===== src/rtl/lrast_pkg.sv =====
// Shared types and constants for the saturating line rasterizer.
// No dependencies; every other file but lrast_ram imports this package.
package lrast_pkg;

    // Default sizes handed to the top-level parameters
    localparam int MAX_WIDTH_DEF  = 512;
    localparam int MAX_HEIGHT_DEF = 512;
    localparam int COORD_BITS_DEF = 12;

    // Command codes carried in s_tuser
    localparam int CMD_BITS = 2;
    localparam logic [CMD_BITS-1:0] CMD_DRAW  = 2'd0;
    localparam logic [CMD_BITS-1:0] CMD_CLEAR = 2'd1;
    localparam logic [CMD_BITS-1:0] CMD_READ  = 2'd2;

    // Configuration registers
    localparam int CFG_BITS       = 10;
    localparam int CFG_INDEX_BITS = 1;
    localparam logic [CFG_INDEX_BITS-1:0] REG_WIDTH  = 1'd0;
    localparam logic [CFG_INDEX_BITS-1:0] REG_HEIGHT = 1'd1;
    localparam logic [CFG_BITS-1:0] WIDTH_RESET  = 10'd330;
    localparam logic [CFG_BITS-1:0] HEIGHT_RESET = 10'd410;

    // Pixel and count ranges
    localparam int PIX_BITS   = 8;
    localparam logic [PIX_BITS-1:0] PIX_MAX = 8'd255;
    localparam int COUNT_BITS = 13;
    localparam logic [COUNT_BITS-1:0] COUNT_MAX = 13'd8191;

    // Result payload: read_value, pixels_written, zero pad to whole bytes
    localparam int OUT_FIELD_BITS = PIX_BITS + COUNT_BITS;
    localparam int OUT_DATA_BITS  = ((OUT_FIELD_BITS + 7) / 8) * 8;
    localparam int OUT_PAD_BITS   = OUT_DATA_BITS - OUT_FIELD_BITS;

    // Control into the line walker
    typedef struct packed {
        logic start;
        logic is_read;
    } walk_ctl_t;

    // Qualifiers of the point the walker presents this cycle
    typedef struct packed {
        logic valid;
        logic in_bounds;
        logic is_read;
    } pt_ctl_t;

    // Control into the pixel pipeline
    typedef struct packed {
        logic clear_start;
        logic op_start;
    } pipe_ctl_t;

    // Status out of the pixel pipeline
    typedef struct packed {
        logic busy;
        logic clear_busy;
    } pipe_stat_t;

endpackage


===== src/rtl/lrast_walker.sv =====
// Bresenham point generator: one line point per cycle, bounds test, point count.
// Depends on lrast_pkg.
module lrast_walker import lrast_pkg::*; #(
    parameter int COORD_BITS  = COORD_BITS_DEF,
    parameter int DIM_W_BITS  = 10,
    parameter int DIM_H_BITS  = 10
) (
    input  logic                         clk,
    input  logic                         rst_n,
    input  walk_ctl_t                    ctl,
    input  logic signed [COORD_BITS-1:0] start_x,
    input  logic signed [COORD_BITS-1:0] start_y,
    input  logic signed [COORD_BITS-1:0] end_x,
    input  logic signed [COORD_BITS-1:0] end_y,
    input  logic [DIM_W_BITS-1:0]        eff_w,
    input  logic [DIM_H_BITS-1:0]        eff_h,
    output logic                         busy,
    output pt_ctl_t                      pt,
    output logic signed [COORD_BITS-1:0] pt_x,
    output logic signed [COORD_BITS-1:0] pt_y,
    output logic [COUNT_BITS-1:0]        count
);

    // Error term width: deltas need one bit more than coords, error one more
    localparam int EB = COORD_BITS + 2;

    logic signed [COORD_BITS-1:0] x_reg, y_reg, xe_reg, ye_reg;
    logic signed [EB-1:0]         dx_reg, dy_reg, err_reg;
    logic                         sx_neg_reg, sy_neg_reg;
    logic                         busy_reg, read_reg;
    logic [COUNT_BITS-1:0]        count_reg;

    logic signed [COORD_BITS-1:0] end_x_sel, end_y_sel;
    logic signed [EB-1:0]         diff_x, diff_y, abs_dx, abs_dy;
    logic signed [EB:0]           e2;
    logic                         step_x, step_y, is_last, in_bounds;
    logic signed [EB-1:0]         err_next;

    // Setup: a read walks the single start point
    always_comb
    begin
        end_x_sel = ctl.is_read ? start_x : end_x;
        end_y_sel = ctl.is_read ? start_y : end_y;
        diff_x    = EB'(end_x_sel) - EB'(start_x);
        diff_y    = EB'(end_y_sel) - EB'(start_y);
        abs_dx    = diff_x[EB-1] ? -diff_x : diff_x;
        abs_dy    = diff_y[EB-1] ? -diff_y : diff_y;
    end

    // One Bresenham step
    always_comb
    begin
        e2       = {err_reg, 1'b0};
        step_x   = (e2 >= (EB+1)'(dy_reg));
        step_y   = (e2 <= (EB+1)'(dx_reg));
        err_next = err_reg + (step_x ? dy_reg : EB'(0)) + (step_y ? dx_reg : EB'(0));
        is_last  = (x_reg == xe_reg) && (y_reg == ye_reg);
    end

    // Clip against the active frame size
    assign in_bounds = !x_reg[COORD_BITS-1] && !y_reg[COORD_BITS-1]
                    && (32'($unsigned(x_reg)) < 32'(eff_w))
                    && (32'($unsigned(y_reg)) < 32'(eff_h));

    always_ff @(posedge clk or negedge rst_n)
    begin
        if (!rst_n)
        begin
            x_reg      <= '0;
            y_reg      <= '0;
            xe_reg     <= '0;
            ye_reg     <= '0;
            dx_reg     <= '0;
            dy_reg     <= '0;
            err_reg    <= '0;
            sx_neg_reg <= 1'b0;
            sy_neg_reg <= 1'b0;
            busy_reg   <= 1'b0;
            read_reg   <= 1'b0;
            count_reg  <= '0;
        end
        else if (ctl.start)
        begin
            x_reg      <= start_x;
            y_reg      <= start_y;
            xe_reg     <= end_x_sel;
            ye_reg     <= end_y_sel;
            dx_reg     <= abs_dx;
            dy_reg     <= -abs_dy;
            err_reg    <= abs_dx - abs_dy;
            sx_neg_reg <= !(start_x < end_x_sel);
            sy_neg_reg <= !(start_y < end_y_sel);
            busy_reg   <= 1'b1;
            read_reg   <= ctl.is_read;
            count_reg  <= '0;
        end
        else if (busy_reg)
        begin
            // Saturating count of in-bounds points
            if (in_bounds && (count_reg != COUNT_MAX))
            begin
                count_reg <= count_reg + 1'b1;
            end
            if (is_last)
            begin
                busy_reg <= 1'b0;
            end
            else
            begin
                err_reg <= err_next;
                if (step_x)
                begin
                    x_reg <= sx_neg_reg ? x_reg - 1'b1 : x_reg + 1'b1;
                end
                if (step_y)
                begin
                    y_reg <= sy_neg_reg ? y_reg - 1'b1 : y_reg + 1'b1;
                end
            end
        end
    end

    assign busy         = busy_reg;
    assign pt.valid     = busy_reg;
    assign pt.in_bounds = in_bounds;
    assign pt.is_read   = read_reg;
    assign pt_x         = x_reg;
    assign pt_y         = y_reg;
    assign count        = count_reg;

endmodule


===== config.mk =====
export PLATFORM = sky130hd
export DESIGN_NAME = lrast_walker
export DESIGN_NICKNAME = d
export VERILOG_FILES = /design/src/rtl/lrast_pkg.sv /design/src/rtl/lrast_walker.sv
export SDC_FILE = /design/constraint.sdc
export NUM_CORES = 1
export LEC_CHECK = 0
export CAP_MARGIN = 20
export CORE_MARGIN = 2
export CORE_UTILIZATION = 57
export CTS_CLUSTER_DIAMETER = 80
export DETAILED_ROUTE_END_ITERATION = 10
export DONT_BUFFER_PORTS = 1
export GPL_TIMING_DRIVEN = 0
export PLACE_DENSITY = 0.72
export REMOVE_ABC_BUFFERS = 1
export SETUP_SLACK_MARGIN = 0.02
export SYNTH_ARGS = -nofsm -noshare
export SYNTH_HDL_FRONTEND = slang
export SYNTH_SLANG_ARGS = --single-unit

===== constraint.sdc =====
create_clock -name clk -period 8.44 [get_ports clk]
set_input_delay 1.688 -clock clk [delete_from_list [all_inputs] [get_ports clk]]
set_output_delay 1.688 -clock clk [all_outputs]
set_load 0.05 [all_outputs]

==> results of run 1 <==
-- report_power, final --
group	internal, uW	switching, uW
Sequential	665	416
Clock	243	224
Combinational	1160	1430
-- area by class of cell --
class                      instances  area, sq um
fill                            1587         7050
clock buffer                      10          239
sequential                       107         2680
clock inverter                     6         71.3
inverter                         115          432
tap                              229          287
timing repair buffer               4         37.5
multi-input combinational       1032         7350
-- per-stage QoR --
stage / setup slack [ns] / power (uW) / std cells
global route: 1.50 / 4550 / 1503
finish: 1.85 / 4140 / 1503
global placement: 1.54 / 3560 / 1483
floorplan: 2.37 / 3080 / 1254
detailed placement: 1.48 / 3650 / 1487
CTS: 1.85 / 4140 / 1503
-- path summary, 6_finish.rpt --
| kind | cells past startpoint | to | slack [ns] | startpoint |
|---|---|---|---|---|
| max | 21 | err_reg[11] | 1.85 | ctl[0] |
| min | 2 | dx_reg[0] | 0.53 | dx_reg[0] |
| max reg2reg | 23 | err_reg[13] | 2.77 | err_reg[3] |
| min reg2reg | 2 | dx_reg[0] | 0.53 | dx_reg[0] |
| max in group asynchronous | 0 | pt_x[7] | 7.24 | rst_n |
| min in group asynchronous | 0 | err_reg[8] | 1.02 | rst_n |
-- synth_stat cells, types with 18 or more instances --
| master | instances | area (sq um) |
|---|---|---|
| a21o_1 | 27 | 203 |
| nand2_1 | 85 | 319 |
| mux2_2 | 27 | 304 |
| inv_1 | 115 | 432 |
| nand3_1 | 20 | 100 |
| nor3_1 | 36 | 180 |
| ha_1 | 119 | 1490 |
| a21oi_1 | 99 | 495 |
| clkbuf_1 | 29 | 109 |
| nor2b_1 | 18 | 113 |
| xor2_1 | 43 | 377 |
| o21ai_0 | 76 | 380 |
| dfrtp_1 | 107 | 2680 |
| xnor2_1 | 63 | 552 |
| fa_1 | 19 | 380 |
| nor2_1 | 170 | 638 |
-- kinds of logic (layout without fill, tap and decap cells) --
kind of cell,count (synthesis),after routing,synth area share
compound gates,311,311,0.186
fa+ha+maj,140,140,0.178
flops,107,107,0.252
simple gates,434,434,0.196
mux,38,38,0.0390
buf+inv,159,135,0.0577
xor+xnor,109,109,0.0920
-- per-layer routing --
layer	routed length [microns]	global-route usage	share of wire	up-vias
met5	0	0	0	-
met4	514	0.0742	0.020	0
met3	1020	0.0393	0.039	32
met2	12200	0.459	0.47	178
met1	12000	0.356	0.47	4216
li1	-	-	-	4444
-- worst max-delay path, delay by kind of cell --
family | cells | cell delay (ns)
AOI/OAI and AO/OA | 11 | 2.88
muxes | 1 | 0.16
xor gates and xnor gates | 1 | 0.10
and+or+nand+nor | 3 | 0.42
buffers and inverters | 1 | 0.20
adders and majority gates | 4 | 1.34
==> run summary, run 1 <==
Outcome -> completed
Chip width -> 141 microns
Row Count -> 49
CP max stage cell -> a22oi_2
Finished Cell Area -> 11100 sq um
Drt total wl -> 25.8 mm
Synth cell types -> 84
First-pass GRT wire length -> 42.8 mm
Die Area -> 19700 sq um
Gr ovfl total -> 0
Vias -> 8870
Wire per inst -> 17.1 microns
Hold-fix buffers, CTS -> 0
Critical Path AT -> 6.84 ns
Commonest non-fill, non-tap cell in the layout -> nor2_1
Max Cap Viol -> 0
Max-slew violation total from the final report -> 0
ANT cells -> 0
Die extent in y -> 141 microns
Via-to-Cell Ratio -> 5.90
Unrepaired setup endpoints after global routing -> no
Worst slew pin tran -> 1.13 ns
EDFF count, synth -> 0
Cell leakage power -> 0.00506 uW
Fin util -> 0.611
Max Freq -> 152 MHz
Crit-path max FO -> 25
CP startpoint kind -> primary input
Final Hold Fails -> 0
Initial antenna violation count -> 0
CTS tree -> built
I/O Buffers -> 0
Root Driver -> clkbuf_16
Total track usage -> 0.268
Share of layout cells above drive strength 1 -> 0.0667
Worst-case vdd ir drop -> 0.232 mV
Critical Path RT -> 8.69 ns
CTS Buffer Depth -> 2
# DRC -> 0
Critical Path Sink Type -> flop
Seq/Total Area, Yosys -> 0.252
DR pass1 iterations -> 4
Most frequent cells in the layout -> nor2_1 (170), ha_1 (119), inv_1 (114), dfrtp_1 (107), a21oi_1 (99)
Yosys reg bits -> 107
Post-Syn Area -> 10600 sq um
CP Cell Sequence -> mux2i_1 -> ha_1 -> fa_1 -> nand2b_1 -> a211oi_2 -> o31ai_1 -> a22oi_2 -> inv_1 -> a21oi_1 -> ha_1 -> nor2b_1 -> o21ai_0 -> a21oi_1 -> o21ai_0 -> nand2b_1 -> a21oi_1 -> o21ai_0 -> maj3_2 -> a21oi_2 -> xnor2_1 -> a221o_1
H-tree depth -> 3
YS warnings -> 0
Tmin final -> 6.59 ns
Setup_tns -> 0 ns
Crit Path Category -> primary input to flop
Routed Antenna Nets -> 0
GP Congestion -> 0.894
Initial drt markers -> 572
Syn Inst Count -> 1298
Worst slew margin -> 0.245
Top Ports -> 113
Core box area -> 18100 sq um
Hold_ws -> 0.527 ns
Layout area overhead -> 4.45%
Total CTS buffers -> 9
Clk sinks -> 107
Power Density -> 373 nW/um^2
Pin count of the biggest net entering global routing -> 163
Vias in the first global route -> 8634
# resized after CTS -> 0
Period utilization -> 0.781
HP Class -> flop to flop
NumNets Final -> 1479
Clock skew -> 0.00869 ns
Predominant post-synthesis flop cell -> dfrtp_1
Worst path max stage delay -> 0.57 ns
Area after DPL -> 10800 sq um
Starting utilization of the core area -> 0.585
Ys async rst share -> 1.00
Final setup viols -> 0
DP HPWL -> 19.4 mm
Setup repair bufs after CTS -> 0
Clock Pin Slew Worst Setup and Hold Paths -> 0.08 ns
Syn Area/Cell -> 8.18 sq um
Worst skew pair latency -> 0.37 ns
Note: power is estimated with default switching activity, not from simulation.
==> run 2: changes to the inputs <==
clock period = 6.1 ns   (was 8.44 ns; I/O delays follow)
==> run 2 against run 1 <==
Effect of this change: clock skew fell by 0.0031 ns; count of clock-buffer cells in the layout stayed put; cell area is 0.27% higher; wire length up 0.46%; register-to-register slack worse by 2.3 ns; non-clock buffer count increased by 3; highest routed layer unchanged; clock power rose by 38%; combinational power grew 39%; hold slack got worse by 0.0037 ns; power is 39% higher; cell count rose by 0.20%.
==> run summary, run 2 (synthesized netlist as in run 1, its figures left out) <==
CTS Buffer Depth -> 2 (unchanged)
R2r worst-path depth -> 23 (unchanged)
Placed insts -> 1487 (unchanged)
Layout area overhead -> 4.73% (was 4.45%)
Clock Pin Slew Worst Setup and Hold Paths -> 0.08 ns (about the same)
Pin count of the biggest net entering global routing -> 163 (unchanged)
Non-Filler Instances -> 1506 (was 1503)
Wire per inst -> 17.2 microns (was 17.1 microns)
CP Cell Sequence -> mux2i_1 -> ha_1 -> fa_1 -> nand2b_1 -> a211oi_2 -> o31ai_1 -> a22oi_2 -> inv_1 -> a21oi_1 -> ha_1 -> nor2b_1 -> o21ai_0 -> a21oi_1 -> o21ai_0 -> nand2b_1 -> a21oi_1 -> o21ai_0 -> maj3_2 -> a21oi_2 -> xnor2_1 -> a221o_1 (unchanged)
Hold_ws -> 0.523 ns (was 0.527 ns)
Worst path top cell family by delay -> compound AO/OA/AOI/OAI gates (unchanged)
Crit-path max FO -> 25 (unchanged)
Max Cap Viol -> 0 (unchanged)
Worst slew margin -> 0.242 (was 0.245)
Worst path bufs/invs -> 1 (unchanged)
NumNets Final -> 1482 (was 1479)
Final setup viols -> 0 (unchanged)
Initial antenna violation count -> 0 (unchanged)
DR pass1 iterations -> 5 (was 4)
Cell leakage power -> 0.00508 uW (was 0.00506 uW)
Crit Path Category -> primary input to flop (unchanged)
DP HPWL -> 19.4 mm (unchanged)
R2R Path End -> err_reg[13] (unchanged)
Final Hold Fails -> 0 (unchanged)
First-pass GRT wire length -> 42.9 mm (was 42.8 mm)
Chip width -> 141 microns (unchanged)
Crit path launch -> ctl[0] (unchanged)
Reg2Reg Launch Point -> err_reg[3] (unchanged)
Vias -> 8906 (was 8870)
Total CTS buffers -> 9 (unchanged)
Worst slew pin tran -> 1.14 ns (was 1.13 ns)
Power Density -> 516 nW/um^2 (was 373 nW/um^2)
Routed Antenna Nets -> 0 (unchanged)
Worst-case vdd ir drop -> 0.321 mV (was 0.232 mV)
Register-to-register setup slack -> 0.43 ns (was 2.77 ns)
Hold-fix buffers, CTS -> 0 (unchanged)
Max Freq -> 172 MHz
Die Area -> 19700 sq um (unchanged)
Setup_tns -> 0 ns (unchanged)
CP startpoint kind -> primary input (unchanged)
Critical Path AT -> 6.08 ns (was 6.84 ns)
Most frequent cells in the layout -> nor2_1 (170), ha_1 (119), inv_1 (114), dfrtp_1 (107), a21oi_1 (99) (unchanged)
GP Congestion -> 0.894 (unchanged)
Unrepaired setup endpoints after global routing -> no (unchanged)
Top Ports -> 113 (unchanged)
Setup crit end -> err_reg[11] (unchanged)
Period utilization -> 0.955
Total track usage -> 0.269 (was 0.268)
Critical Path Sink Type -> flop (unchanged)
CTS tree -> built (unchanged)
Core box area -> 18100 sq um (unchanged)
Clock skew -> 0.00555 ns (was 0.00869 ns)
Root Driver -> clkbuf_16 (unchanged)
Worst skew pair latency -> 0.36 ns (was 0.37 ns)
Final worst slack -> 0.274 ns (was 1.85 ns)
Worst path max stage delay -> 0.50 ns (was 0.57 ns)
Filler cells -> 1590 (was 1587)
Gr ovfl total -> 0 (unchanged)
Vias in the first global route -> 8656 (was 8634)
Dpl ws -> -0.396 ns (was 1.48 ns)
Starting utilization of the core area -> 0.585 (unchanged)
ANT cells -> 0 (unchanged)
Die extent in y -> 141 microns (unchanged)
Commonest non-fill, non-tap cell in the layout -> nor2_1 (unchanged)
Levels on crit path -> 21 (unchanged)
Tmin final -> 5.83 ns
HP Class -> flop to flop (unchanged)
Outcome -> completed (unchanged)
CP max stage cell -> a21oi_1 (was a22oi_2)
Fin util -> 0.613 (was 0.611)
I/O Buffers -> 0 (unchanged)
Via-to-Cell Ratio -> 5.91 (was 5.90)
Initial drt markers -> 602 (was 572)
Clk sinks -> 107 (unchanged)
# DRC -> 0 (unchanged)
Critical Path RT -> 6.35 ns (was 8.69 ns)
Share of layout cells above drive strength 1 -> 0.0697 (was 0.0667)
H-tree depth -> 3 (unchanged)
Drt total wl -> 25.9 mm (was 25.8 mm)
Max-slew violation total from the final report -> 0 (unchanged)
Row Count -> 49 (unchanged)
## run 2: cell count changes in the layout (fill, tap and decap cells not counted), sizes merged
cell,before,now
buf,4,7
## run 2: stage by stage
stage               total power [uW]  area [sq um]
floorplan                       4260         10400
global placement                4920         10700
detailed placement              5060         10800
CTS                             5740         11100
global route                    6300         11100
finish                          5740         11100
## run 2: layout make-up
type                            count  area (sq um)  area share
Clock inverter                      6          71.3     0.00641
Multi-Input combinational cell   1032          7360       0.662
Sequential cell                   107          2680       0.241
Tap cell                          229           287      0.0258
Inverter                          115           432      0.0388
Timing Repair Buffer                7          60.1     0.00540
Clock buffer                       10           239      0.0215
## run 2: routing by layer
| layer | vias to the layer above | wire, microns | GRT usage |
|---|---|---|---|
| li1 | 4458 | - | - |
| met1 | 4228 | 12100 | 0.357 |
| met2 | 188 | 12300 | 0.461 |
| met3 | 32 | 998 | 0.0393 |
| met4 | 0 | 514 | 0.0742 |
| met5 | - | 0 | 0 |
## run 2: how the worst min path moves through the flow
| stage | cells after the start | slack, ns | startpoint | to |
|---|---|---|---|---|
| after global routing | 0 | 0.53 | rst_n | err_reg[8] |
| after global placement | 2 | 0.50 | dy_reg[10] | dy_reg[10] |
| after CTS | 2 | 0.53 | dx_reg[0] | dx_reg[0] |
| after detailed placement | 2 | 0.51 | dx_reg[0] | dx_reg[0] |
| final | 2 | 0.52 | dx_reg[0] | dx_reg[0] |
| after floorplan | 2 | 0.47 | dx_reg[0] | dx_reg[0] |
## run 2: where the power goes
| part | leakage (uW) | total [uW] | switching [uW] | internal [uW] |
|---|---|---|---|---|
| combinational | 0.00366 | 3600 | 1990 | 1610 |
| clock | 0.000151 | 644 | 308 | 336 |
| sequential | 0.00127 | 1500 | 576 | 920 |
## run 2: tightest hold or removal path, stage by stage (launching register included)
cell and delay (ns):
dfrtp_1 0.37, nand2_1 0.06, o21ai_0 0.06
## run 2: timing repair
item | in CTS | in global routing
pin swaps | 1 | 0
endpoints found under the hold margin | 0 | 0
resized for setup | 0 | 1
setup endpoints to repair | 1 | 2
cloned | 0 | 0
buffers inserted | 3 | 0
==> run 3: changes to the inputs <==
CELL_PAD_IN_SITES_DETAIL_PLACEMENT = 0   (was not set)
CELL_PAD_IN_SITES_GLOBAL_PLACEMENT = 1   (was not set)
CORE_UTILIZATION = 49   (was 57)
GPL_TIMING_DRIVEN = not set   (was 0)
PLACE_DENSITY = not set   (was 0.72)
PLACE_DENSITY_LB_ADDON = 0.1   (was not set)
==> run 3 against run 2 <==
Effect of this change: non-clock buffer count increased by 6; critical path depth up 6; maximum frequency up 3.2%; global-route usage down 1.5 points; combinational power up 1%; power shrank 0.43%; critical endpoint is now err_reg[13].
==> run summary, run 3 (synthesized netlist as in run 1, its figures left out) <==
CP startpoint kind -> flop (was primary input)
H-tree depth -> 3 (unchanged)
Clock skew -> 0.00955 ns (was 0.00555 ns)
Critical Path RT -> 6.35 ns (about the same)
Chip width -> 151 microns (was 141 microns)
DP HPWL -> 21.3 mm (was 19.4 mm)
Starting utilization of the core area -> 0.502 (was 0.585)
Setup_tns -> 0 ns (unchanged)
Fin util -> 0.528 (was 0.613)
Drt total wl -> 27.6 mm (was 25.9 mm)
Period utilization -> 0.925 (was 0.955)
Initial antenna violation count -> 1 (was 0)
Via-to-Cell Ratio -> 5.62 (was 5.91)
Crit-path max FO -> 11 (was 25)
Multi-input gate area -> 7350 sq um (was 7360 sq um)
Core box area -> 21200 sq um (was 18100 sq um)
Critical Path AT -> 5.90 ns (was 6.08 ns)
Most frequent cells in the layout -> nor2_1 (170), ha_1 (119), inv_1 (115), dfrtp_1 (107), a21oi_1 (99) (was nor2_1 (170), ha_1 (119), inv_1 (114), dfrtp_1 (107), a21oi_1 (99))
Initial drt markers -> 422 (was 602)
CTS Buffer Depth -> 2 (unchanged)
Die extent in y -> 151 microns (was 141 microns)
Max-slew violation total from the final report -> 0 (unchanged)
Wire length on met2 -> 12.9 mm (was 12.3 mm)
Clk sinks -> 107 (unchanged)
Worst skew pair latency -> 0.37 ns (was 0.36 ns)
DR pass1 iterations -> 5 (unchanged)
Tmin final -> 5.65 ns (was 5.83 ns)
Vias in the first global route -> 8566 (was 8656)
Commonest non-fill, non-tap cell in the layout -> nor2_1 (unchanged)
Crit Path Category -> flop to flop (was primary input to flop)
First-pass GRT wire length -> 45.4 mm (was 42.9 mm)
Cell leakage power -> 0.00509 uW (was 0.00508 uW)
Top Ports -> 113 (unchanged)
Outcome -> completed (unchanged)
HP Class -> flop to flop (unchanged)
GP Congestion -> 0.887 (was 0.894)
Unrepaired setup endpoints after global routing -> no (unchanged)
Routed Antenna Nets -> 0 (unchanged)
NumNets Final -> 1488 (was 1482)
# DRC -> 0 (unchanged)
Hold-fix buffers, CTS -> 0 (unchanged)
Total CTS buffers -> 9 (unchanged)
Critical Path Sink Type -> flop (unchanged)
Pin count of the biggest net entering global routing -> 163 (unchanged)
Total track usage -> 0.253 (was 0.269)
Max Freq -> 177 MHz (was 172 MHz)
Power Density -> 512 nW/um^2 (was 516 nW/um^2)
Final Hold Fails -> 0 (unchanged)
Metal-1 WL -> 13.2 mm (was 12.1 mm)
Worst-case vdd ir drop -> 0.286 mV (was 0.321 mV)
Wire per inst -> 17.7 microns (was 17.2 microns)
Die Area -> 22900 sq um (was 19700 sq um)
Worst slew margin -> 0.339 (was 0.242)
Filler cells -> 2096 (was 1590)
Share of layout cells above drive strength 1 -> 0.0694 (was 0.0697)
WL met3 -> 1.14 mm (was 998 microns)
# resized after CTS -> 0 (unchanged)
Gr ovfl total -> 0 (unchanged)
Root Driver -> clkbuf_16 (unchanged)
CTS tree -> built (unchanged)
Setup repair bufs after CTS -> 0 (was 3)
Register area -> 2680 sq um (unchanged)
Max Used Layer -> met4 (unchanged)
Clock Pin Slew Worst Setup and Hold Paths -> 0.07 ns (was 0.08 ns)
Vias -> 8754 (was 8906)
Layout area overhead -> 5.17% (was 4.73%)
Worst slew pin tran -> 0.992 ns (was 1.14 ns)
Max Cap Viol -> 0 (unchanged)
Row Count -> 53 (was 49)
I/O Buffers -> 0 (unchanged)
Final setup viols -> 0 (unchanged)
-- run 3: worst paths after layout --
path	end	cells after the start	slack, ns	from
worst max-delay path	err_reg[13]	27	0.45	dy_reg[1]
worst min-delay path	dy_reg[3]	2	0.53	dy_reg[3]
worst max register to register	err_reg[13]	27	0.45	dy_reg[1]
worst min register to register	dy_reg[3]	2	0.53	dy_reg[3]
max in group asynchronous	err_reg[5]	0	5.27	rst_n
min in group asynchronous	count[7]	0	0.55	rst_n
-- run 3: area by class of cell --
type,instances,share of cell area
clock buffer,13,0.0224
tap,275,0.0308
clock inverter,3,0.00202
antenna,1,0.000224
sequential,107,0.240
multi-input combinational,1032,0.658
timing repair buffer,13,0.00873
inverter,115,0.0386
-- run 3: stage by stage --
stage | instance area (sq um) | total power (uW) | setup slack (ns) | instances | hold WS [ns]
global placement | 10900 | 5100 | 0.241 | 1542 | 0.505
CTS | 11200 | 5760 | 0.433 | 1558 | 0.532
global route | 11200 | 6310 | 0.0606 | 1558 | 0.531
finish | 11200 | 5720 | 0.455 | 1559 | 0.530
floorplan | 10400 | 4260 | 0.503 | 1254 | 0.475
detailed placement | 10900 | 5140 | 0.159 | 1542 | 0.513
-- run 3: power breakdown --
group / total, uW / internal (uW) / switching (uW) / leakage, uW
sequential: 1500 / 920 / 576 / 0.00127
combinational: 3640 / 1620 / 2010 / 0.00368
clock: 582 / 291 / 291 / 0.000134
-- run 3: worst max-delay path: stages, from the launching register on --
cell and delay (ns):
dfrtp_1 0.37, inv_1 0.11, ha_1 0.24, nor2b_1 0.13, o21a_1 0.17, o21a_1 0.17
o21a_1 0.16, o21ai_0 0.28, a31o_2 0.22, nor4b_1 0.23, buf_4 0.24, nor2_1 0.18
nand2_1 0.20, fa_1 0.18, inv_1 0.05, ha_1 0.20, fa_1 0.42, a21o_1 0.18
a21oi_1 0.25, o21bai_1 0.13, a31oi_1 0.27, o21ai_0 0.17, o21ai_0 0.17, nand2b_1 0.07
a21oi_1 0.17, xnor2_1 0.20, xnor2_1 0.09, o311ai_0 0.27
-- run 3: per-layer routing --
layer  GRT usage  vias up
met5           0        -
met4      0.0598        0
met3      0.0488       23
met2       0.419      137
met1       0.343     4146
li1            -     4448
